==> config.mk <==
export PLATFORM = sky130hd
export DESIGN_NAME = ufmc_ctrl
export DESIGN_NICKNAME = d
export VERILOG_FILES = /design/src/design/ufmc_pkg.sv /design/src/design/ufmc_ctrl.sv
export SDC_FILE = /design/constraint.sdc
export NUM_CORES = 1
export LEC_CHECK = 0
export ABC_CLOCK_PERIOD_IN_PS = 1400
export BUFFER_PORTS_ARGS = -buffer_cell sky130_fd_sc_hd__buf_2
export CAP_MARGIN = 20
export CORE_AREA = 2 2 39 41
export DETAILED_ROUTE_END_ITERATION = 10
export DIE_AREA = 0 0 41 43
export GPL_ROUTABILITY_DRIVEN = 0
export GPL_TIMING_DRIVEN = 0
export PLACE_DENSITY = 0.44
export SYNTH_ARGS = -nofsm -noshare
export SYNTH_HDL_FRONTEND = slang
export SYNTH_SLANG_ARGS = --single-unit
==> constraint.sdc <==
create_clock -name clk_i -period 1.4 [get_ports clk_i]
set_clock_uncertainty 0.2 [all_clocks]
set_input_delay 0.07 -clock clk_i [delete_from_list [all_inputs] [get_ports clk_i]]
set_output_delay 0.07 -clock clk_i [all_outputs]
set_load 0.005 [all_outputs]
==> src/design/ufmc_pkg.sv <==
package ufmc_pkg;

  // default grid bounds
  localparam int MAX_ROWS_DEF = 64;
  localparam int MAX_COLS_DEF = 64;

  // field widths
  localparam int DIM_W  = 7;
  localparam int SETS_W = 13;
  localparam int TOT_W  = 2 * DIM_W;

  // configuration port
  localparam int APB_AW = 3;
  localparam int APB_DW = 32;
  localparam logic REG_ROWS = 1'b0;
  localparam logic REG_COLS = 1'b1;

  // input item
  typedef struct packed {
    logic [DIM_W-1:0] cell_row;
    logic [DIM_W-1:0] cell_col;
    logic             direction;
  } ufmc_in_t;

  // result item
  typedef struct packed {
    logic              carved;
    logic [SETS_W-1:0] sets_left;
    logic              done_res;
  } ufmc_out_t;

  // controller states
  typedef enum logic [2:0] {
    ST_CLEAR,
    ST_IDLE,
    ST_EVAL,
    ST_READ_A,
    ST_FIND_A,
    ST_READ_B,
    ST_FIND_B,
    ST_RESULT
  } ufmc_state_e;

  // controller to datapath
  typedef struct packed {
    logic clear;
    logic load;
    logic eval;
    logic rd_cur;
    logic walk_a;
    logic walk_b;
  } ufmc_cmd_t;

  // datapath to controller
  typedef struct packed {
    logic clear_last;
    logic go;
    logic at_root;
  } ufmc_stat_t;

endpackage

==> src/design/ufmc_ctrl.sv <==
module ufmc_ctrl (
  input  logic                clk_i,
  input  logic                rst_ni,
  input  logic                start,
  input  ufmc_pkg::ufmc_stat_t stat_i,
  output ufmc_pkg::ufmc_cmd_t  cmd_o,
  output logic                busy,
  output logic                strobe_o
);

  ufmc_pkg::ufmc_state_e state_q, state_d;

  // state register
  always_ff @(posedge clk_i or negedge rst_ni) begin
    if (!rst_ni) begin
      state_q <= ufmc_pkg::ST_CLEAR;
    end else begin
      state_q <= state_d;
    end
  end

  // next state and commands
  always_comb begin
    state_d  = state_q;
    cmd_o    = '0;
    busy     = 1'b1;
    strobe_o = 1'b0;
    case (state_q)
      ufmc_pkg::ST_CLEAR: begin
        cmd_o.clear = 1'b1;
        if (stat_i.clear_last) begin
          state_d = ufmc_pkg::ST_IDLE;
        end
      end
      ufmc_pkg::ST_IDLE: begin
        busy = 1'b0;
        if (start) begin
          cmd_o.load = 1'b1;
          state_d    = ufmc_pkg::ST_EVAL;
        end
      end
      ufmc_pkg::ST_EVAL: begin
        cmd_o.eval = 1'b1;
        state_d    = stat_i.go ? ufmc_pkg::ST_READ_A : ufmc_pkg::ST_RESULT;
      end
      ufmc_pkg::ST_READ_A: begin
        cmd_o.rd_cur = 1'b1;
        state_d      = ufmc_pkg::ST_FIND_A;
      end
      ufmc_pkg::ST_FIND_A: begin
        cmd_o.walk_a = 1'b1;
        if (stat_i.at_root) begin
          state_d = ufmc_pkg::ST_READ_B;
        end
      end
      ufmc_pkg::ST_READ_B: begin
        cmd_o.rd_cur = 1'b1;
        state_d      = ufmc_pkg::ST_FIND_B;
      end
      ufmc_pkg::ST_FIND_B: begin
        cmd_o.walk_b = 1'b1;
        if (stat_i.at_root) begin
          state_d = ufmc_pkg::ST_RESULT;
        end
      end
      ufmc_pkg::ST_RESULT: begin
        strobe_o = 1'b1;
        state_d  = ufmc_pkg::ST_IDLE;
      end
      default: begin
        state_d = ufmc_pkg::ST_IDLE;
      end
    endcase
  end

endmodule

==> impl_metrics.ini, run 1 <==
[layout]
largest_reg_flops = 3
largest-register = state_q
insertedDiodeCount = 0
syn2layout_area_growth_pct = 65.04
regArea_um2 = 75.07
nets = 59
nFillCells = 146
multi_input_area_um2 = 180.2
final_core_util = 0.3373
drive_gt1_frac = 0.6154
reg_top3 = state_q: 3 flops

[synthesis]
synth_seq_cells = 3
syn_area_per_cell_um2 = 10.10
synth-edff-count = 0
yosys_warnings = 0
synth_common_cells = nor2_1, buf_6, dfrtp_1
seq_area_frac_synth = 0.2655
synth_top_area_cell = dfrtp_1
syn_inst = 28
netlist_area_um2 = 282.8
synthFlopType = dfrtp_1
synth_area_leaders = dfrtp_1, buf_6, nand2b_4
synth.most_common_cell = nor2_1
synth.distinct_cells = 18
yosys.area.top_type_share = 0.2655
synth_nets = 34
async_flop_share = 1.000

[setup_path]
r2r_start = state_q[2]$_DFFE_PN0P_
path_delay_family = flip-flops
crit_start = state_q[2]$_DFFE_PN0P_
required_ns = 1.13
ff2ff_path_depth = 4
ff2ff_setup_slack_ns = 0.13
start_kind = flop
path_max_fanout = 5
max_stage_delay_ns = 0.39
worstSetupPathType = flop to output pin
end_kind = output pin
slowest_stage = dfrtp_1
crit_chain = buf_6, nand2b_4, a21oi_2, buf_2
critPathArrivalTime_ns = 1.12
worst-path-buf-inv = 2
r2r-end = state_q[0]$_DFFE_PN0P_

[timing]
timing.slew.headroom = 0.8718
finalHoldViolCount = 0
final_max_slew_viol_count = 0
timing.setup.tns_ns = 0
rsz0062_at_grt = yes
finalCriticalPeriod_ns = 1.386
setup_violations = 0
worst-slew-pin-transition_ns = 0.1924
max_freq_ghz = 0.7213
hold-worst-slack_ns = 0.03346
timing.final.crit_share = 0.9903

[run_status]
run_status = finished clean

[routing]
finalWirelength_um = 660
final_antenna_net_count = 0
drtPass1Iterations = 4
via_per_inst = 3.926
routedWlPerCell_um = 9.706
drt_iter0_drc = 3
post-route-drc-count = 0
vias = 267

[placed_design]
dp_hpwl_um = 425.1
portBuffers = 13

[global_route]
grt_pass1_wl_um = 1035
busiest_layer = met2
met1_usage = 0.09968
grt_pass1_vias = 267
grt-ovfl-total = 0
grt_max_degree = 11
antenna_found_initial = 0
grtUsageMet3 = 0.01571
track_usage = 0.09137
use_met2 = 0.1313

[job]
maxCapViolCount = 0

[die]
dieArea_mm2 = 0.001763
io_pins = 14
die_w_um = 41
start_util = 0.2043
placementRows = 14
coreArea_mm2 = 0.001384
die_h_um = 43

[power]
vdd_drop_max_mv = 0.7584
power-per-cell-area_mw_per_mm2 = 2125
p_leak_nw = 0.2357

[clock_tree]
numCtsBuffers = 3
cts_root_buf = clkbuf_4
htreeDepth = 1
clk_pin_slew_ns = 0.04
cts_tree = built
cts_sinks = 3
clock_latency_ns = 0.23
cts_max_path_buffers = 2

[hold_path]
holdPathEnd = state_q[0]$_DFFE_PN0P_
min_from = stat_i[0]
hp-class = primary input to flop
whs_path_depth = 4
[worst min-delay path, cell delays in order]
cell and delay, ns:
buf_2 0.07, or2b_1 0.12, o31ai_4 0.08, o21ai_2 0.09
[per-layer routing]
layer / share of wire / vias up
met3: 0.044 / 0
met5: 0 / -
li1: - / 141
met1: 0.42 / 119
met4: 0 / 0
met2: 0.53 / 7
[layout by cell type (no fill, tap or decap)]
master	netlist	routed
nor3_1	1	1
dlygate4sd3_1	0	5
clkbuf_1	0	1
inv_2	1	1
buf_2	0	14
nand3_2	1	1
nand2b_4	2	3
o21ai_1	1	1
a21oi_1	1	1
and3_4	1	1
dfrtp_1	3	3
clkbuf_4	0	3
and3_1	2	2
nor2_1	4	3
buf_6	3	3
o21ai_2	1	1
or2b_1	1	1
o21bai_4	1	1
o31ai_4	1	1
nand2_1	2	2
buf_4	0	1
a21oi_2	1	1
nor2_2	0	1
[power breakdown]
part           switching (mW)  internal (mW)  total [mW]
Clock                  0.0420          0.107       0.149
Sequential             0.0229          0.132       0.155
Combinational           0.321          0.368       0.689
Total                   0.386          0.606       0.992
[how the worst max path moves through the flow]
stage | end | slack, ns | cells after the start
floorplan | state_q[0]$_DFFE_PN0P_ | 0.31 | 3
global placement | cmd_o[2] | 0.24 | 4
detailed placement | cmd_o[2] | 0.23 | 4
CTS | cmd_o[2] | -0.008 | 4
global route | cmd_o[2] | -0.05 | 4
finish | cmd_o[2] | 0.01 | 4
[cell type report]
cell class | count | area share
Multi-Input combinational cell | 21 | 0.3861
Timing Repair Buffer | 20 | 0.2735
Sequential cell | 3 | 0.1609
Buffer | 3 | 0.07239
Clock buffer | 4 | 0.05630
Tap cell | 16 | 0.04290
Inverter | 1 | 0.008043
[timing repair]
item | 4_1_cts | 5_1_grt
setup buffers | 1 | 0
endpoints found under the hold margin | 6 | 0
pin swaps | 1 | 1
gates resized for setup | 2 | 0
setup endpoints to repair | 2 | 2
gates cloned | 1 | 0
hold buffers | 5 | 0
[stage by stage]
stage	worst slack, ns	instance area (um2)	power [mW]	instances
2_1_floorplan	0.3055	282.8	0.6284	28
3_3_place_gp	0.2386	367.9	0.7753	57
3_5_place_dp	0.2322	367.9	0.7817	57
4_1_cts	-0.008458	466.7	1.018	68
5_1_grt	-0.04602	466.7	1.072	68
6_report	0.01354	466.7	0.9919	68
[logic make-up (layout without fill, tap and decap cells)]
family,count (synthesis),after routing,synth area share
simple gates,15,15,0.3628
compound gates,6,6,0.2389
flops,3,3,0.2655
buf+inv,4,28,0.1327
No activity file was read; power rests on OpenSTA's default activity.
==> run 2, diff against run 1 <==
- ABC_AREA: default -> 1
- CORE_AREA: 2 2 39 41 -> 5 5 42 44
- DIE_AREA: 0 0 41 43 -> 0 0 47 49
- PLACE_DENSITY: 0.44 -> 0.39
==> run 2 against run 1 <==
Compared with the run above: first-iteration DRC count down 33%; maximum frequency rose by 1.7%; sequential power increased by 44%; routed wire length is 1.7% lower; cell count is 8.8% higher; critical endpoint unchanged; core utilization decreased by 4.2 points; largest power group unchanged; critical path depth up 1; die area increased by 31%; critical path type unchanged; combinational power decreased by 28%; synthesized cell count is 25% higher; register-to-register slack improved by 0.08 ns; setup slack gained 0.023 ns.
==> impl_metrics.ini, run 2 <==
[run_status]
run_status = finished clean

[timing]
final_max_slew_viol_count = 0
layout_setup_ws_ns = 0.03661
hold-worst-slack_ns = 0.01517
timing.final.crit_share = 0.9739
setup_violations = 0
finalCriticalPeriod_ns = 1.363
worst-slew-pin-transition_ns = 0.1652
rsz0062_at_grt = yes
timing.slew.headroom = 0.8899
max_freq_ghz = 0.7335
finalHoldViolCount = 0

[routing]
finalWirelength_um = 649
drtPass1Iterations = 2
post-route-drc-count = 0
vias = 298
drt_iter0_drc = 2
final_antenna_net_count = 0
routedWlPerCell_um = 8.770
via_per_inst = 4.027

[synthesis]
netlist_area_um2 = 222.7
synth_seq_cells = 3
yosys.area.top_type_share = 0.3371
synth.most_common_cell = nor2_1
synth_area_leaders = dfrtp_1, nor2_1, nand2_1
synth_nets = 41
synth_top_area_cell = dfrtp_1
yosys_warnings = 0
async_flop_share = 1.000
seq_area_frac_synth = 0.3371
synth_common_cells = nor2_1, nand2_1, inv_1
synthFlopType = dfrtp_1
syn_area_per_cell_um2 = 6.363
syn_inst = 35
synth-edff-count = 0
synth.distinct_cells = 11

[clock_tree]
cts_tree = built
clk_pin_slew_ns = 0.04
cts_root_buf = clkbuf_4
numCtsBuffers = 3
htreeDepth = 1
clock_latency_ns = 0.23
cts_max_path_buffers = 2
cts_sinks = 3

[die]
die_w_um = 47
coreArea_mm2 = 0.001401
die_h_um = 49
io_pins = 14
placementRows = 14
start_util = 0.1589
dieArea_mm2 = 0.002303

[layout]
nFillCells = 165
drive_gt1_frac = 0.5345
insertedDiodeCount = 0
reg_top3 = state_q: 3 flops
largest-register = state_q
layout_common_cells = buf_2, nor2_1, dlygate4sd3_1
nets = 65
fin_cells = 74
final_common_cell = buf_2
largest_reg_flops = 3
syn2layout_area_growth_pct = 85.95

[setup_path]
critPathArrivalTime_ns = 1.09
ff2ff_path_depth = 5
required_ns = 1.13
worstSetupPathType = flop to output pin
end_kind = output pin
path_max_fanout = 5
start_kind = flop

[global_route]
grt_pass1_wl_um = 1124
track_usage = 0.06765
antenna_found_initial = 0
grt_pass1_vias = 292
grt_max_degree = 8
grt-ovfl-total = 0

[placed_design]
placedCellCount = 64
dp_hpwl_um = 507.9
portBuffers = 13
dp_slack_ns = 0.1924

[power]
power-per-cell-area_mw_per_mm2 = 2107
p_leak_nw = 0.2209
vdd_drop_max_mv = 1.013

[hold_path]
hp-class = primary input to flop
whs_path_depth = 5

[job]
maxCapViolCount = 0
[run 2: worst paths after layout]
path                                        start                      to  slack [ns]
max in group asynchronous                  rst_ni  state_q[2]$_DFFE_PN0P_        0.34
min                                     stat_i[2]  state_q[1]$_DFFE_PN0P_        0.02
max reg2reg                state_q[0]$_DFFE_PN0P_  state_q[0]$_DFFE_PN0P_        0.21
max                        state_q[1]$_DFFE_PN0P_                cmd_o[2]        0.04
min in group asynchronous                  rst_ni  state_q[1]$_DFFE_PN0P_        0.51
min reg2reg                state_q[1]$_DFFE_PN0P_  state_q[0]$_DFFE_PN0P_        0.46
[run 2: cell families (layout without fill, tap and decap cells)]
logic type,after synthesis,in the layout,synth area share
and+or+nand+nor,23,23,0.4831
buffers and inverters,7,30,0.1180
DFF,3,3,0.3371
AOI/OAI and AO/OA,2,2,0.06183
[run 2: critical path, stage by stage, from the launching register on]
cell	delay [ns]
dfrtp_2	0.45
nand2_2	0.10
inv_2	0.05
nor2_2	0.09
nor2_1	0.05
buf_2	0.12
[run 2: report_power, final]
| group | total, mW | switching [mW] | internal [mW] |
|---|---|---|---|
| clock network | 0.152 | 0.0450 | 0.107 |
| registers | 0.223 | 0.0836 | 0.140 |
| logic | 0.498 | 0.271 | 0.226 |
[run 2: metal layers]
| metal | global-route usage | wire length (um) |
|---|---|---|
| met1 | 0.07269 | 271 |
| met2 | 0.1063 | 307 |
| met3 | 0.01476 | 51 |
| met4 | 0.05530 | 19 |
| met5 | 0 | 0 |
[run 2: area by class of cell]
cell class	count	area, um2	area share
Sequential cell	3	77.57	0.1873
Tap cell	16	20.02	0.04834
Timing Repair Buffer	19	122.6	0.2961
Multi-Input combinational cell	25	138.9	0.3353
Inverter	7	28.78	0.06949
Clock buffer	4	26.28	0.06344
[run 2: through the flow]
step | power, mW | area [um2] | util | setup TNS, ns
floorplan | 0.4749 | 222.7 | - | 0
global placement | 0.6304 | 307.8 | 0.2196 | 0
detailed placement | 0.6319 | 307.8 | 0.2196 | 0
CTS | 0.8228 | 390.4 | 0.2786 | -0.001271
global route | 0.9620 | 414.1 | 0.2955 | -0.1321
finish | 0.8725 | 414.1 | 0.2955 | 0
[run 2: timing repair]
item                       in CTS  in global routing
hold endpoints to repair        6                  0
cloned                          0                  0
gates resized for setup         3                  6
setup buffers                   0                  1
setup endpoints to repair       2                  5
hold buffers                    5                  0
pin swaps                       0                  1
